File: config.mk
export PLATFORM = sky130hd
export DESIGN_NAME = glp_fifo
export DESIGN_NICKNAME = d
export VERILOG_FILES = /design/src/rtl/glp_pkg.sv /design/src/rtl/glp_fifo.sv
export SDC_FILE = /design/constraint.sdc
export NUM_CORES = 1
export LEC_CHECK = 0
export BUFFER_PORTS_ARGS = -buffer_cell sky130_fd_sc_hd__buf_2
export CAP_MARGIN = 25
export CORE_MARGIN = 1.5
export CORE_UTILIZATION = 45
export DETAILED_ROUTE_END_ITERATION = 12
export RECOVER_POWER = 100
export SETUP_SLACK_MARGIN = 0.4
export SLEW_MARGIN = 0
export SYNTH_ARGS = -nofsm -noshare
export SYNTH_HDL_FRONTEND = slang
export SYNTH_SLANG_ARGS = --single-unit
File: constraint.sdc
create_clock -name clk_i -period 4.1 [get_ports clk_i]
set_input_delay 0.615 -clock clk_i [delete_from_list [all_inputs] [get_ports clk_i]]
set_output_delay 0.615 -clock clk_i [all_outputs]
set_load 0.01 [all_outputs]
File: src/rtl/glp_pkg.sv
// Shared types and constants for the premultiplied gamma lookup block.
package glp_pkg;

  localparam int ChW          = 8;
  localparam int AlphaW       = ChW + 1;
  localparam int TableDepth   = 256;
  localparam int TableAw      = $clog2(TableDepth);
  localparam int NumLanes     = 3;
  localparam int DivStages    = 4;
  localparam int BitsPerStage = ChW / DivStages;
  localparam int FifoDepth    = 16;
  localparam int FifoAw       = $clog2(FifoDepth);
  localparam int CntW         = FifoAw + 1;

  localparam logic [ChW-1:0]    SatVal     = 8'd255;
  localparam logic [AlphaW-1:0] AlphaUnity = 9'd256;

  // Beat control carried alongside the channel data in each lane
  typedef struct packed {
    logic               pix;
    logic               wr;
    logic [TableAw-1:0] idx;
    logic [ChW-1:0]     val;
  } glp_ctl_t;

  typedef struct packed {
    logic [ChW-1:0] red;
    logic [ChW-1:0] green;
    logic [ChW-1:0] blue;
    logic           invalid;
  } glp_res_t;

endpackage

File: src/rtl/glp_fifo.sv
// Result queue that parts the pipeline from the output handshake.
module glp_fifo (
  input  logic              clk_i,
  input  logic              rst_ni,
  input  logic              push_i,
  input  glp_pkg::glp_res_t data_i,
  input  logic              pop_i,
  output logic              valid_o,
  output glp_pkg::glp_res_t data_o
);
  import glp_pkg::*;

  glp_res_t          mem [FifoDepth];
  logic [FifoAw:0]   wr_ptr_q;
  logic [FifoAw:0]   rd_ptr_q;

  always_ff @(posedge clk_i) begin
    if (push_i) begin
      mem[wr_ptr_q[FifoAw-1:0]] <= data_i;
    end
  end

  always_ff @(posedge clk_i or negedge rst_ni) begin
    if (!rst_ni) begin
      wr_ptr_q <= '0;
      rd_ptr_q <= '0;
    end else begin
      if (push_i) begin
        wr_ptr_q <= wr_ptr_q + 1'b1;
      end
      if (pop_i) begin
        rd_ptr_q <= rd_ptr_q + 1'b1;
      end
    end
  end

  assign valid_o = (wr_ptr_q != rd_ptr_q);
  assign data_o  = mem[rd_ptr_q[FifoAw-1:0]];

endmodule

[Word-level counts from Yosys, hierarchy flattened]
Memories as Yosys holds them, arrays and structs flattened.
Cells that the tools add are included.
Storage, ports and cells
  memory bits (writable): 400
  bits of input ports: 29
  output and inout port bits: 26
  logic and storage cells: 8
  memories kept: 1
  register bits after elaboration: 10
Cells by class
  equality and inequality tests: 1
  $add $sub $neg: 2
  multiplexer cells: 2
Memory list
  mem: depth 16, bits a word 25, rd ports 1, clocked after Yosys merged registers in 0, write ports 1, RTL line glp_fifo.sv:13  | glp_res_t mem [FifoDepth];
Operator list (count)
  $add 5x1->5 const B: 2
  $ne 5x5->1: 1
  $mux 1: 2

[Logic depth before layout (Yosys ltp)]
Gate-level depths: netlist (run 1).
  word-level depth: 2
  depth in mapped cells: 7

[Worst setup path after synthesis (run 1)]
OpenSTA, ideal clock, no wires.
  path kind: input-to-reg
  start: input port push_i
  end: memory mem[0][0] (netlist bit), enable pin
  library setup time: 0.438 ns
  slack: 0.911 ns
  required time: 3.662 ns
  arrival: 2.751 ns
  stages on the path: 3
  buffers on the path: 1
  cell sequence: clkbuf_1 -> nand2_1 -> nor3_1
Between the ends
  word-level cells in the longest chain between the ends: 2
RTL lines
  from (decl): RTL line glp_fifo.sv:5  | input logic push_i,
  $mux 1: RTL line glp_fifo.sv:18  | if (push_i) begin
  $mux 1 (implied by the code): RTL line glp_fifo.sv:19  | mem[wr_ptr_q[FifoAw-1:0]] <= data_i;
  to (decl): RTL line glp_fifo.sv:13
No other way between the ends.

==> out/results.tsv, run 1 <==
metric	value	unit
status	finished, violations left	
violated checks	capacitance limit, slew limit	
total CTS buffers	42	
Yosys reg bits	410	
antenna-violating nets left	0	
CTS tree	yes	
HP Class	in2reg	
CP max stage delay	0.70	ns
dpl ws	0.753	ns
drt wl/cell	26.3	um
Area Overhead vs Synth	13.1	%
final slew viol count	240	
initial core utilization	45.8	%
NumNets Final	859	
Max FO, Critical Path	26	
critical path cell sequence	clkbuf_4 > mux4_2 > a32oi_1 > o21ai_0 > buf_2	
Fmax	0.275	GHz
Clock Skews	0.00968	ns
Setup crit start kind	register	
CP max stage cell	dfrtp_4	
ratio of final minimum period to clock period	88.5	%
gate family responsible for the most delay along the worst path	buffers and inverters	
initial antenna violation count	0	
library cells used by synthesis	27	
Mapped Area	15900	um2
GRT overflow	0	
row cnt	68	
Final Cell Area	17900	um2
die height	191	um
XOR/XNOR share of the synthesized area	0.718	%
max cap viols	12	
Buffers on Ports	54	
syn_nets	771	
Seq/Total Area, Yosys	77.3	%
complex-gate fraction of the synthesized area	3.38	%
Clk Latency, worst-skew pair	0.53	ns
CTS Buffer Depth	3	
pwr dens	701	nW/um2
detailed-route wire length	34400	um
total number of vias	7561	
clock root buffer	clkbuf_16	
Cells after Synth	736	
gr usage total	19.6	%
DRT Pass-1 Iters	5	
mux share of post-synthesis cell area	15.4	%
critical path class	reg2out	
DR DRC count	0	
synthesized area per cell	21.6	um2
proportion of layout cells with a drive suffix above 1	20.1	%
area post-placement	16900	um2
crit path buf inv count	2	
YS warnings	0	
first-pass GRT wire length	51500	um
CTS clk-pin slew, worst paths	0.06	ns
Die X	191	um
leakage power	5.76	nW
vias in the first global route	8220	
Max-slew headroom	-42.4	%
final count of hold timing violations	0	
I/O pin count	55	
via density per instance	5.78	
Sink Count	410	
Die Footprint	36400	um2
Final HPWL DP	19500	um
CTS H-tree depth	2	
DR iter-0 viols	477	
peak supply drop	0.406	mV
Simple-Gate Fraction of Synth Area	0.954	%
register area	12300	um2
Multi-input gate area	3350	um2
gpl congestion	0.716	
fin crit period	3.63	ns
Tot Pwr	12.6	mW
unrepaired setup endpoints after global routing	false	
largest family of logic cells by synthesized area	multiplexers	
Post-Synth Adder-Cell Area	0.473	%
worst path arrival time	3.02	ns
Core ar.	34600	um2
setup violators final	0	
Slew @ Worst Pin	2.14	ns
Required @ worst endpoint	3.48	ns
worst setup margin	0.470	ns
largest net degree at the start of global routing	54	
setup TNS	0	ns
Setup crit end kind	output port	
ant diodes	0	
Fill cells	2731	
==> stage by stage <==
| step | hold WS (ns) | utilization [%] | std cells |
|---|---|---|---|
| CTS | 0.345 | 52.8 | 1309 |
| detailed placement | 0.491 | 48.9 | 1233 |
| finish | 0.369 | 51.8 | 1309 |
| global route | 0.357 | 51.8 | 1309 |
| global placement | 0.475 | 48.4 | 1223 |
| floorplan | 0.319 | - | 736 |
==> routing by layer <==
layer	part of all wire, %	track usage (%)
met1	42	26.1
met2	51	33.3
met3	4.3	3.09
met4	2.4	5.66
met5	0	0
==> worst register-to-register path, stage by stage, from the launching register on <==
cell	delay (ns)
dfrtp_1	0.46
inv_1	0.12
ha_1	0.16
nand2_1	0.13
nor2_1	0.90
clkbuf_1	1.26
==> synth_stat cells <==
library cell  instances  share of area [%]
xnor2_1               7               0.39
nand2_1               8               0.19
buf_2                16               0.50
a22oi_1              25                1.2
and2_1                1              0.039
nor2b_1               1              0.039
buf_12                4               0.50
nor3_1                5               0.16
edfxtp_1            400                 76
nand2b_1              2              0.079
nand3_1               2              0.063
nor2_1               13               0.31
buf_1                 2              0.047
mux4_2               75                 11
mux2_2                1              0.071
nand4_1               2              0.079
o21ai_0               1              0.032
a32oi_1              25                1.4
inv_1                 3              0.071
ha_1                  6               0.47
mux2i_1              75                4.7
clkbuf_1             17               0.40
dfrtp_1              10                1.6
buf_4                 3               0.14
buf_6                 1              0.071
xor2_1                6               0.33
o21ai_1              25               0.79
==> final timing paths <==
| kind | start | endpoint | slack, ns | cells after the start |
|---|---|---|---|---|
| max | rd_ptr_q[0] | data_o[16] | 0.47 | 5 |
| max in group asynchronous | rst_ni | rd_ptr_q[0] | 3.06 | 2 |
| max reg2reg | wr_ptr_q[1] | mem[9][8] | 0.64 | 5 |
| min reg2reg | wr_ptr_q[4] | wr_ptr_q[4] | 0.50 | 1 |
| min in group asynchronous | rst_ni | wr_ptr_q[1] | 0.60 | 2 |
| min | pop_i | rd_ptr_q[0] | 0.37 | 2 |
==> power by group <==
part	switching, mW	internal (mW)	total (mW)
clock	1.48	2.12	3.60
combinational	2.04	1.55	3.58
sequential	0.310	5.08	5.39
total	3.83	8.75	12.6
==> area by class of cell <==
cell class	instances	share of cell area, %
multi-input combinational	280	18.7
clock inverter	16	0.718
clock buffer	58	6.55
sequential	410	68.4
timing repair buffer	87	2.43
inverter	3	0.0628
tap	455	3.17
==> kinds of logic (layout without fill, tap and decap cells) <==
kind of cell | count (synthesis) | count (layout)
xor gates and xnor gates | 13 | 13
adders and majority gates | 6 | 6
buffers and inverters | 46 | 164
and+or+nand+nor | 34 | 34
AOI/OAI and AO/OA | 76 | 76
DFF | 410 | 410
muxes | 151 | 151
==> state kept, by name, summed over array words and instances (netlist names) <==
signal    flops
wr_ptr_q      5
rd_ptr_q      5
mem         400
==> cell usage in the layout (no fill, tap or decap), types with 8 or more instances in the layout <==
cell	instances
a32oi_1	25
o21ai_0	14
clkinv_2	9
nand2_1	8
o21ai_1	12
mux2i_1	75
buf_2	19
mux4_2	75
nor2_1	9
clkbuf_16	45
edfxtp_1	400
clkbuf_1	68
a22oi_1	25
==> repair_timing <==
| item | CTS | global route |
|---|---|---|
| resized for setup | 1 | 1 |
| cloned | 0 | 0 |
| hold buffers | 1 | 0 |
| setup endpoints to repair | 20 | 3 |
| hold endpoints to repair | 10 | 0 |
| pin swaps | 0 | 0 |
| setup buffers | 1 | 0 |
Note: power is estimated with default switching activity, not from simulation.
==> run 2, diff against run 1 <==
CORE_UTILIZATION = 38   (was 45)
==> run 2 against run 1 <==
  * The flow finishes with violations (DRC, capacitance limit, slew limit)
  * Register-to-register slack got worse by 0.08 ns
  * Via count decreased by 1.3%
  * Clock skew shrank 0.0031 ns
  * Final area is 0.22% higher
  * Highest routed layer unchanged
  * Setup slack got worse by 0.049 ns
  * Sequential share of layout area fell by 0.15 points
  * Maximum frequency shrank 1.3%
  * Global-route usage down 3.3 points
  * Hold slack worse by 0.023 ns
  * Non-clock buffer count is 3 lower
  * First-iteration DRC count rose by 22%
  * Routed wire length up 0.25%
==> out/results.tsv, run 2 (same netlist as run 1, synthesis figures left out) <==
metric	value	unit	change
status	finished, violations left		
violated checks	DRC, capacitance limit, slew limit		
first-pass GRT wire length	51400	um	-0.19%
ratio of final minimum period to clock period	89.7	%	+1.2 points
leakage power	5.77	nW	+0.12%
CTS H-tree depth	2		unchanged
largest net degree at the start of global routing	54		unchanged
gr usage total	16.3	%	-3.3 points
Setup crit start kind	register		
critical path class	reg2out		
critical path cell sequence	clkbuf_2 > mux2i_1 > o21ai_0 > buf_2		
CP max stage cell	clkbuf_2		
Final Cell Area	18000	um2	+0.22%
unrepaired setup endpoints after global routing	false		
Clock Skews	0.00662	ns	-0.00306 ns
most common cell after layout, fill and taps aside	edfxtp_1		
gate family responsible for the most delay along the worst path	buffers and inverters		
total CTS buffers	41		-2.4%
Final HPWL DP	19300	um	-0.82%
peak supply drop	0.442	mV	+9.0%
fin cells	1382		+5.6%
Fill cells	3508		+28%
crit path buf inv count	2		unchanged
register area	12300	um2	unchanged
post-CTS sizing	0		-1
die height	207	um	+8.7%
dpl ws	1.17	ns	+0.414 ns
worst setup margin	0.421	ns	-0.0489 ns
post-cts hold buffer count	1		unchanged
detailed-route wire length	34500	um	+0.25%
Tot Pwr	12.5	mW	-0.23%
Core ar.	41000	um2	+18%
I/O pin count	55		unchanged
total number of vias	7462		-1.3%
NumNets Final	855		-0.47%
CTS tree	yes		
setup violators final	0		unchanged
setup TNS	0	ns	unchanged
Post-CTS Setup Bufs	0		-1
DR iter-0 viols	582		+22%
Util after Layout	43.8	%	-8.0 points
final slew viol count	332		+38%
gpl congestion	0.695		-3.0%
Buffers on Ports	54		unchanged
via density per instance	5.40		-6.5%
Max-slew headroom	-95.4	%	-53 points
antenna-violating nets left	0		unchanged
final count of hold timing violations	0		unchanged
initial antenna violation count	2		+2
CTS Buffer Depth	3		unchanged
Required @ worst endpoint	3.48	ns	about the same
Die Footprint	43000	um2	+18%
Multi-input gate area	3330	um2	-0.37%
Area Overhead vs Synth	13.3	%	
pwr dens	698	nW/um2	-0.45%
DR DRC count	2		+2
max reg flops	400		unchanged
clock root buffer	clkbuf_16		
row cnt	74		+8.8%
max cap viols	15		+3
Sink Count	410		unchanged
HP Class	in2reg		
placed cells	1308		+6.1%
fin crit period	3.68	ns	+0.0489 ns
Setup crit end kind	output port		
area post-placement	17000	um2	+0.40%
drt wl/cell	24.9	um	-5.0%
Die X	207	um	+8.7%
worst path arrival time	3.06	ns	+0.04 ns
Max FO, Critical Path	53		+100%
vias in the first global route	7678		-6.6%
CP max stage delay	1.35	ns	+0.65 ns
most frequent cells in the layout	edfxtp_1 (400), mux4_2 (75), mux2i_1 (75)		
Clk Latency, worst-skew pair	0.53	ns	about the same
GRT overflow	0		unchanged
CTS clk-pin slew, worst paths	0.06	ns	about the same
proportion of layout cells with a drive suffix above 1	20.5	%	+0.38 points
Fin Hold WS	0.346	ns	-0.0230 ns
Slew @ Worst Pin	2.92	ns	+0.785 ns
DRT Pass-1 Iters	11		+6
initial core utilization	38.7	%	-7.1 points
Fmax	0.272	GHz	-1.3%
## run 2: changes by cell type in the layout (fill, tap and decap cells not counted), moves of 2 or more
cell / previous run / this run
clkbuf_1: 68 / 53
buf_2: 19 / 28
o21ai_0: 14 / 23
o21ai_1: 12 / 3
clkbuf_16: 45 / 41
clkinv_2: 9 / 5
buf_4: 7 / 10
clkbuf_8: 0 / 3
clkinv_1: 4 / 7
nor2_1: 9 / 12
nor2_2: 4 / 1
diode_2: 0 / 2
## run 2: path summary, 6_finish.rpt
check | cells past startpoint | slack (ns) | start | end
hold / removal | 2 | 0.35 | pop_i | rd_ptr_q[0]
min in group asynchronous | 2 | 0.60 | rst_ni | wr_ptr_q[4]
hold reg to reg | 1 | 0.49 | wr_ptr_q[4] | wr_ptr_q[4]
max in group asynchronous | 2 | 3.07 | rst_ni | rd_ptr_q[0]
setup reg to reg | 5 | 0.56 | wr_ptr_q[1] | mem[9][15]
setup / recovery | 4 | 0.42 | rd_ptr_q[3] | data_o[12]
## run 2: per-layer routing
layer | up-vias | track usage (%) | wire, um
li1 | 3265 | - | -
met2 | 158 | 27.6 | 17400
met1 | 3985 | 21.7 | 14800
met4 | 0 | 4.56 | 646
met5 | - | 0 | 0
met3 | 54 | 2.74 | 1640
## run 2: area by class of cell
class | instances | share of cell area [%]
inverters | 3 | 0.0626
repair buffers | 84 | 2.43
multi-input cells | 280 | 18.5
diodes | 2 | 0.0278
clock buffers | 56 | 6.19
clock inverters | 15 | 0.787
well taps | 532 | 3.70
flip-flops and latches | 410 | 68.3
## run 2: report_power, final
group	internal (mW)	switching [mW]	total [mW]
logic	1.57	2.07	3.64
registers	5.08	0.283	5.36
clock network	2.08	1.47	3.55
total	8.73	3.82	12.5
