<file path="src/rtl/glp_pkg.sv">
// Shared types and constants for the premultiplied gamma lookup block.
package glp_pkg;

  localparam int ChW          = 8;
  localparam int AlphaW       = ChW + 1;
  localparam int TableDepth   = 256;
  localparam int TableAw      = $clog2(TableDepth);
  localparam int NumLanes     = 3;
  localparam int DivStages    = 4;
  localparam int BitsPerStage = ChW / DivStages;
  localparam int FifoDepth    = 16;
  localparam int FifoAw       = $clog2(FifoDepth);
  localparam int CntW         = FifoAw + 1;

  localparam logic [ChW-1:0]    SatVal     = 8'd255;
  localparam logic [AlphaW-1:0] AlphaUnity = 9'd256;

  // Beat control carried alongside the channel data in each lane
  typedef struct packed {
    logic               pix;
    logic               wr;
    logic [TableAw-1:0] idx;
    logic [ChW-1:0]     val;
  } glp_ctl_t;

  typedef struct packed {
    logic [ChW-1:0] red;
    logic [ChW-1:0] green;
    logic [ChW-1:0] blue;
    logic           invalid;
  } glp_res_t;

endpackage

</file>
<file path="src/rtl/glp_lane.sv">
// One colour lane: pipelined unpremultiply divider, gamma table copy and remultiply.
module glp_lane (
  input  logic                        clk_i,
  input  logic                        rst_ni,
  input  glp_pkg::glp_ctl_t           ctl_i,
  input  logic [glp_pkg::ChW-1:0]     ch_i,
  input  logic [glp_pkg::AlphaW-1:0]  alpha_i,
  output logic                        pix_o,
  output logic [glp_pkg::ChW-1:0]     val_o,
  output logic                        bad_o
);
  import glp_pkg::*;

  // Two restoring division steps; remainder stays below alpha
  function automatic logic [2*ChW-1:0] div_step(input logic [ChW-1:0]    rem,
                                                 input logic [ChW-1:0]    quo,
                                                 input logic [AlphaW-1:0] alpha);
    logic [AlphaW-1:0] t;
    logic [ChW-1:0]    r;
    logic [ChW-1:0]    q;
    r = rem;
    q = quo;
    for (int i = 0; i < BitsPerStage; i++) begin
      t = {r, 1'b0};
      if (t >= alpha) begin
        t = t - alpha;
        q = {q[ChW-2:0], 1'b1};
      end else begin
        q = {q[ChW-2:0], 1'b0};
      end
      r = t[ChW-1:0];
    end
    return {r, q};
  endfunction

  glp_ctl_t          ctl_q   [DivStages];
  logic [ChW-1:0]    rem_d   [DivStages];
  logic [ChW-1:0]    quo_d   [DivStages];
  logic [ChW-1:0]    rem_q   [DivStages];
  logic [ChW-1:0]    quo_q   [DivStages];
  logic [AlphaW-1:0] alpha_q [DivStages];
  logic              bad_q   [DivStages];

  for (genvar k = 0; k < DivStages; k++) begin : g_div
    glp_ctl_t          ctl_in;
    logic [ChW-1:0]    rem_in;
    logic [ChW-1:0]    quo_in;
    logic [AlphaW-1:0] alpha_in;
    logic              bad_in;

    if (k == 0) begin : g_first
      // A channel at or above alpha would give a quotient past full scale
      assign ctl_in   = ctl_i;
      assign alpha_in = alpha_i;
      assign bad_in   = ({1'b0, ch_i} >= alpha_i);
      assign rem_in   = bad_in ? '0 : ch_i;
      assign quo_in   = '0;
    end else begin : g_next
      assign ctl_in   = ctl_q[k-1];
      assign alpha_in = alpha_q[k-1];
      assign bad_in   = bad_q[k-1];
      assign rem_in   = rem_q[k-1];
      assign quo_in   = quo_q[k-1];
    end

    assign {rem_d[k], quo_d[k]} = div_step(rem_in, quo_in, alpha_in);

    always_ff @(posedge clk_i or negedge rst_ni) begin
      if (!rst_ni) begin
        ctl_q[k] <= '0;
      end else begin
        ctl_q[k] <= ctl_in;
      end
    end

    always_ff @(posedge clk_i) begin
      rem_q[k]   <= rem_d[k];
      quo_q[k]   <= quo_d[k];
      alpha_q[k] <= alpha_in;
      bad_q[k]   <= bad_in;
    end
  end

  localparam int Last = DivStages - 1;

  logic [ChW-1:0]     lut_mem [TableDepth];
  logic [TableAw-1:0] rd_addr;
  logic [ChW-1:0]     rd_q;
  logic               pix_m_q;
  logic [AlphaW-1:0]  alpha_m_q;
  logic               bad_m_q;
  logic [ChW+AlphaW-1:0] prod;

  assign rd_addr = bad_q[Last] ? TableAw'(SatVal) : TableAw'(quo_q[Last]);

  // Table beats and pixel beats occupy distinct slots, so a write lands before any later read
  always_ff @(posedge clk_i) begin
    if (ctl_q[Last].wr) begin
      lut_mem[ctl_q[Last].idx] <= ctl_q[Last].val;
    end
    rd_q <= lut_mem[rd_addr];
  end

  always_ff @(posedge clk_i or negedge rst_ni) begin
    if (!rst_ni) begin
      pix_m_q <= 1'b0;
    end else begin
      pix_m_q <= ctl_q[Last].pix;
    end
  end

  always_ff @(posedge clk_i) begin
    alpha_m_q <= alpha_q[Last];
    bad_m_q   <= bad_q[Last];
  end

  // Opaque pixels carry alpha of 256, so the remultiply leaves them untouched
  assign prod  = (ChW+AlphaW)'(rd_q) * (ChW+AlphaW)'(alpha_m_q);
  assign val_o = prod[2*ChW-1:ChW];
  assign pix_o = pix_m_q;
  assign bad_o = bad_m_q;

endmodule

</file>
<file path="config.mk">
export PLATFORM = sky130hd
export DESIGN_NAME = glp_lane
export DESIGN_NICKNAME = d
export VERILOG_FILES = /design/src/rtl/glp_pkg.sv /design/src/rtl/glp_lane.sv
export SDC_FILE = /design/constraint.sdc
export NUM_CORES = 2
export LEC_CHECK = 0
export ABC_AREA = 0
export BUFFER_PORTS_ARGS = -buffer_cell sky130_fd_sc_hd__buf_2
export CORE_ASPECT_RATIO = 0.5
export CORE_MARGIN = 4
export CORE_UTILIZATION = 45
export CTS_CLUSTER_DIAMETER = 60
export DETAILED_ROUTE_END_ITERATION = 6
export PLACE_DENSITY = 0.69
export SETUP_SLACK_MARGIN = 0.05
export SYNTH_ARGS = -nofsm -noshare
export SYNTH_HDL_FRONTEND = slang
export SYNTH_SLANG_ARGS = --single-unit
export TNS_END_PERCENT = 50
</file>
<file path="constraint.sdc">
create_clock -name clk_i -period 4.43 [get_ports clk_i]
set_clock_uncertainty 0.2 [all_clocks]
set_input_delay 0.443 -clock clk_i [delete_from_list [all_inputs] [get_ports clk_i]]
set_output_delay 0.443 -clock clk_i [all_outputs]
set_load 0.03 [all_outputs]
</file>
== Yosys cells after proc, flatten, opt, wreduce, memory -nomap -nowiden ==
Memories as Yosys holds them, arrays and structs flattened. A register that Yosys moved wholly into a read port is not among the register bits.
Index checks and enable logic that the tools add are counted.

* Input port bits: 37
* Output and inout port bits: 10
* Memories kept: 5
* RAM bits: 2152
* Logic and storage cells: 61
* Bits in registers: 74

{| class="wikitable"
|+ Memories
! memory !! depth !! width !! read ports !! clocked after Yosys merged registers in !! wr ports !! RTL line !! source
|-
| lut_mem || 256 || 8 || 1 || 1 || 1 || glp_lane.sv:86 || <nowiki>logic [ChW-1:0] lut_mem [TableDepth];</nowiki>
|-
| alpha_q || 4 || 9 || 4 || 1 || 4 || glp_lane.sv:41 || <nowiki>logic [AlphaW-1:0] alpha_q [DivStages];</nowiki>
|-
| quo_q || 4 || 8 || 4 || 0 || 4 || glp_lane.sv:40 || <nowiki>logic [ChW-1:0] quo_q [DivStages];</nowiki>
|-
| rem_q || 4 || 8 || 3 || 0 || 4 || glp_lane.sv:39 || <nowiki>logic [ChW-1:0] rem_q [DivStages];</nowiki>
|-
| bad_q || 4 || 1 || 4 || 0 || 4 || glp_lane.sv:42 || <nowiki>logic bad_q [DivStages];</nowiki>
|}

* Muxes and demuxes: 20
* $mul: 1
* Add/subtract/negate cells: 8
* Order comparisons: 9

{| class="wikitable"
|+ Operators by type and width
! cell !! count
|-
| $mux W8 || 10
|-
| $ge A9 B9 Y1 || 8
|-
| $sub A8 B8 Y8 || 8
|-
| $mul A8 B9 Y16 || 1
|-
| $mux W1 || 10
|-
| $ge A8 B9 Y1 || 1
|}

== Depth between registers and ports, before layout ==
* Depth in word-level cells: 6
* Gate-level depth with buffers: 26

== Least setup slack after synthesis ==
OpenSTA, ideal clock, no wires.

* Path type: input-to-reg
* Start: in ch_i[0] (netlist bit)
* End: mem rem_q[0][2]
* Stages: 26
* Arrival: 4.911 ns
* Slack: -0.802 ns
* Path through: inv_1 ha_1 nand2b_1 a21o_1 a211oi_1 o21ai_0 o211ai_1 nand2_1 inv_1 ha_1 nor2b_1 o21a_1 o21ai_1 a21oi_1 o221ai_1 a21oi_2 and2_1 ha_1 nor2b_1 o21ai_1 nand2_1 a21oi_1 o21ai_1 o41ai_2 inv_2 mux2_2

{| class="wikitable"
|+ RTL lines
! element !! RTL line !! source
|-
| from (decl) || glp_lane.sv:6 || <nowiki>input logic [glp_pkg::ChW-1:0] ch_i,</nowiki>
|-
| to (decl) || glp_lane.sv:39 ||
|}

== Worst setup path in the final report ==
* Start: reg rd_q[2], read port of lut_mem
* End: out val_o[7] (netlist bit)

* Cells in the longest elaborated chain, start to end: 1

{| class="wikitable"
|+ RTL lines
! element !! RTL line !! source
|-
| from (decl) || glp_lane.sv:88 || <nowiki>logic [ChW-1:0] rd_q;</nowiki>
|-
| $mul A8 B9 Y16 || glp_lane.sv:118 || <nowiki>assign prod = (ChW+AlphaW)'(rd_q) * (ChW+AlphaW)'(alpha_m_q);</nowiki>
|-
| to (decl) || glp_lane.sv:9 || <nowiki>output logic [glp_pkg::ChW-1:0] val_o,</nowiki>
|}

Every way passes these cells.

==> results_dict.tcl <==
set metrics [dict create \
    layout_commonest_cell "sky130_fd_sc_hd__edfxtp_1" \
    viasPerCell 6.21 \
    worst_ir_drop_on_vdd_uv 2940 \
    final-max-slew-violation-count 0 \
    design.final.nets 6011 \
    routabilityCongestion 0.935 \
    drt.antenna.violating_nets 0 \
    cp_num_buf_inv 4 \
    synth-compound-area-share_pct 6.37 \
    yosys.area.top_type_share_pct 68.1 \
    detailedPlace.worstSlack_ns -0.893 \
    grtUsageTotal_pct 24.5 \
    synth_seq_cells 2223 \
    ys.warnings.count 0 \
    timing.critical_path.max_delay_family "adder cells" \
    clock_latency_ns 0.85 \
    synth_top_family_by_area "multiplexers" \
    floorplan.die.width_um 642 \
    cts_tree "done" \
    wl_um 259000 \
    drt-wirelength-per-cell_um 30.0 \
    effective_utilization_at_floorplan_pct 45.6 \
    portBuffers 46 \
    synth_top_flop_cell "sky130_fd_sc_hd__edfxtp_1" \
    htree_num_levels 4 \
    post_synth_fa_ha_maj_area_fraction_pct 2.47 \
    synth.net_count 5606 \
    power_density_nw_per_um2 661 \
    critical_path_capture_point_type "primary output" \
    outcome "finished with violations" \
    core-area_um2 198000 \
    period_needed_ns 5.93 \
    synth_xor_xnor_area_share_pct 0.446 \
    number_of_sinks_on_the_clock_net 2223 \
    layout_setup_ws_ns -1.50 \
    layout_cell_area_excl_fill_um2 103000 \
    regArea_um2 65400 \
    vias_in_the_first_global_route 53221 \
    netlist.top_cell.by_area "sky130_fd_sc_hd__edfxtp_1" \
    multi_input_area_um2 23300 \
    globalRouteOverflowTotal 0 \
    mappedNetlistArea_um2 90300 \
    clock_tree.buffer_depth 3 \
    maximum_fanout_encountered_on_the_critical_timing_path 5 \
    synth_edf_count 2048 \
    fmax_mhz 169 \
    dpl-instance-area_um2 95900 \
    path_class "register to primary output" \
    drt_drc 0 \
    worst_min_delay_path_class "primary input to register" \
    final_core_util_pct 52.1 \
    filler_cell_count 15512 \
    largest_net_degree_at_the_start_of_global_routing 112 \
    finalCritPeriodShare_pct 134 \
    leakage_nw 34.6 \
    via_count_of_the_routed_design 53557 \
    number_of_antenna_violations_at_the_first_check_in_global_routing 17 \
    cts.root.buffer_cell "sky130_fd_sc_hd__clkbuf_16" \
    cts_buffers 194 \
    synthDistinctLibCells 95 \
    timing.critical_path.arrival_ns 5.28 \
    setup-violations-final 14 \
    synthSimpleGateAreaFrac_pct 5.12 \
    final_layout_size_suffix_gt1_share_pct 20.3 \
    ios 47 \
    rsz0062_at_grt "true" \
    synthCells 5417 \
    floorplan.die_area_um2 208000 \
    dp_hpwl_um 166000 \
    postSynth.asyncResetShare_pct 3.28 \
    critical_path_required_ns 3.79 \
    layout_common_cells "sky130_fd_sc_hd__edfxtp_1, sky130_fd_sc_hd__nand2_1, sky130_fd_sc_hd__buf_4" \
    leading_cell_types_by_total_area_after_synthesis "sky130_fd_sc_hd__edfxtp_1, sky130_fd_sc_hd__mux4_2, sky130_fd_sc_hd__mux2i_1" \
    rows 115 \
    clk_pin_slew_ns 0.07 \
    die_h_um 325 \
    grt_first_pass_wirelength_um 374000 \
    area_delta_synth_final_pct 14.2 \
    worstMarginPinSlew_ns 1.20 \
    cp_slowest_stage_delay_ns 0.57 \
    drt_first_pass_iters 6 \
    timing.critical_path.cells "buf_4 -> and2_1 -> fa_1 -> inv_1 -> fa_2 -> fa_2 -> fa_1 -> inv_1 -> ha_1 -> a21o_1 -> a41o_1 -> a211oi_2 -> nor2b_1 -> o21a_1 -> nor2_4 -> xnor2_4 -> buf_6" \
    crit_path_start_kind "register" \
    dr.first_iter.drc_count 7308 \
    syn-mean-instance-area_um2 16.7 \
    critical_path.slowest_cell "sky130_fd_sc_hd__fa_2" \
    synth.mux.area_fraction_pct 10.7 \
    timing.max_slew.rel_slack_pct 19.7 \
    violations "setup timing" \
    synth-seq-area-share_pct 72.4 \
    timing.max_cap.violations 0 \
    timing_hold_violations_final 0 \
]
Yosys cell counts (44+ instances only):
| library cell | instances |
|---|---|
| sky130_fd_sc_hd__and2_1 | 47 |
| sky130_fd_sc_hd__dfxtp_1 | 102 |
| sky130_fd_sc_hd__nand2_1 | 446 |
| sky130_fd_sc_hd__mux4_2 | 266 |
| sky130_fd_sc_hd__mux2i_1 | 270 |
| sky130_fd_sc_hd__inv_1 | 116 |
| sky130_fd_sc_hd__a21oi_1 | 315 |
| sky130_fd_sc_hd__edfxtp_1 | 2048 |
| sky130_fd_sc_hd__nand3_1 | 49 |
| sky130_fd_sc_hd__dfrtp_1 | 73 |
| sky130_fd_sc_hd__nor2_1 | 354 |
| sky130_fd_sc_hd__clkbuf_1 | 103 |
| sky130_fd_sc_hd__nor3_1 | 45 |
| sky130_fd_sc_hd__o21ai_0 | 192 |
| sky130_fd_sc_hd__buf_2 | 80 |
| sky130_fd_sc_hd__o22ai_1 | 83 |
| sky130_fd_sc_hd__fa_1 | 44 |
| sky130_fd_sc_hd__ha_1 | 108 |
worst register-to-register path: cells and delay by family (launching register included):
family | cells | cell delay [ns]
buffers and inverters | 2 | 0.67
flip-flops | 1 | 0.71
AND/OR/NAND/NOR | 5 | 1.95
AO/OA/AOI/OAI | 3 | 0.86
final cells by class:
class | instances | share of cell area [%]
clock buffer | 270 | 5.28
clock inverter | 87 | 0.784
multi-input combinational | 2781 | 22.5
sequential | 2223 | 63.4
inverter | 121 | 0.452
timing repair buffer | 501 | 4.29
tap | 2632 | 3.19
antenna | 8 | 0.0194
where the power goes:
part | switching (W) | internal, W | leakage, nW
sequential | 0.000552 | 0.0232 | 20.1
combinational | 0.0163 | 0.0113 | 11.4
clock | 0.00773 | 0.00912 | 3.05
total | 0.0246 | 0.0437 | 34.6
state kept, by name (all words and copies together) (netlist names):
register and flops:
quo_q 20, lut_mem 2048, ctl_q 72, rd_q 8, alpha_q 36, pix_o 1, rem_q 24, bad_q 4
bad_o 1, alpha_m_q 9
per-stage QoR:
stage | instances | power (W) | hold WS (ns) | TNS, ns
2_1_floorplan | 5417 | 0.0387 | -0.0526 | -4.78
3_3_place_gp | 8201 | 0.0489 | 0.112 | -10.76
3_5_place_dp | 8201 | 0.0492 | 0.113 | -11.41
4_1_cts | 8590 | 0.0674 | 0.000841 | -10.01
5_1_grt | 8615 | 0.0707 | 0.0132 | -12.35
6_report | 8623 | 0.0682 | 0.0430 | -9.25
cell families (layout without fill, tap and decap cells):
group	after synthesis	after routing
DFF	2223	2223
and+or+nand+nor	1069	1069
AOI/OAI and AO/OA	916	916
muxes	598	598
buffers and inverters	413	979
adders and majority gates	152	152
xor gates and xnor gates	46	46
other	0	8
worst paths after layout:
kind,start,end,slack [ns],cells after the start
setup / recovery,rd_q[2],val_o[7],-1.50,17
min in group asynchronous,rst_ni,ctl_q[1],0.08,2
hold reg to reg,quo_q[1][0],quo_q[2][2],0.13,0
max in group asynchronous,rst_ni,ctl_q[3],3.29,2
setup reg to reg,bad_q[3],rd_q[1],-0.06,10
hold / removal,ch_i[7],bad_q[0],0.04,5
routing by layer:
metal  vias to the layer above  track usage (%)  part of all wire [%]
met3                       720             8.46                    14
li1                      21988                -                     -
met1                     27128             33.1                    37
met4                        20             10.3                   4.6
met2                      3701             36.2                    45
met5                         -            0.870                  0.14
repair_timing:
action,in CTS,in global routing
gates resized for setup,44,57
hold buffers,30,0
pin swaps,18,50
endpoints found under the hold margin,104,0
setup endpoints to repair,24,36
setup buffers,5,25
Power figures use the tool's default switching activity.
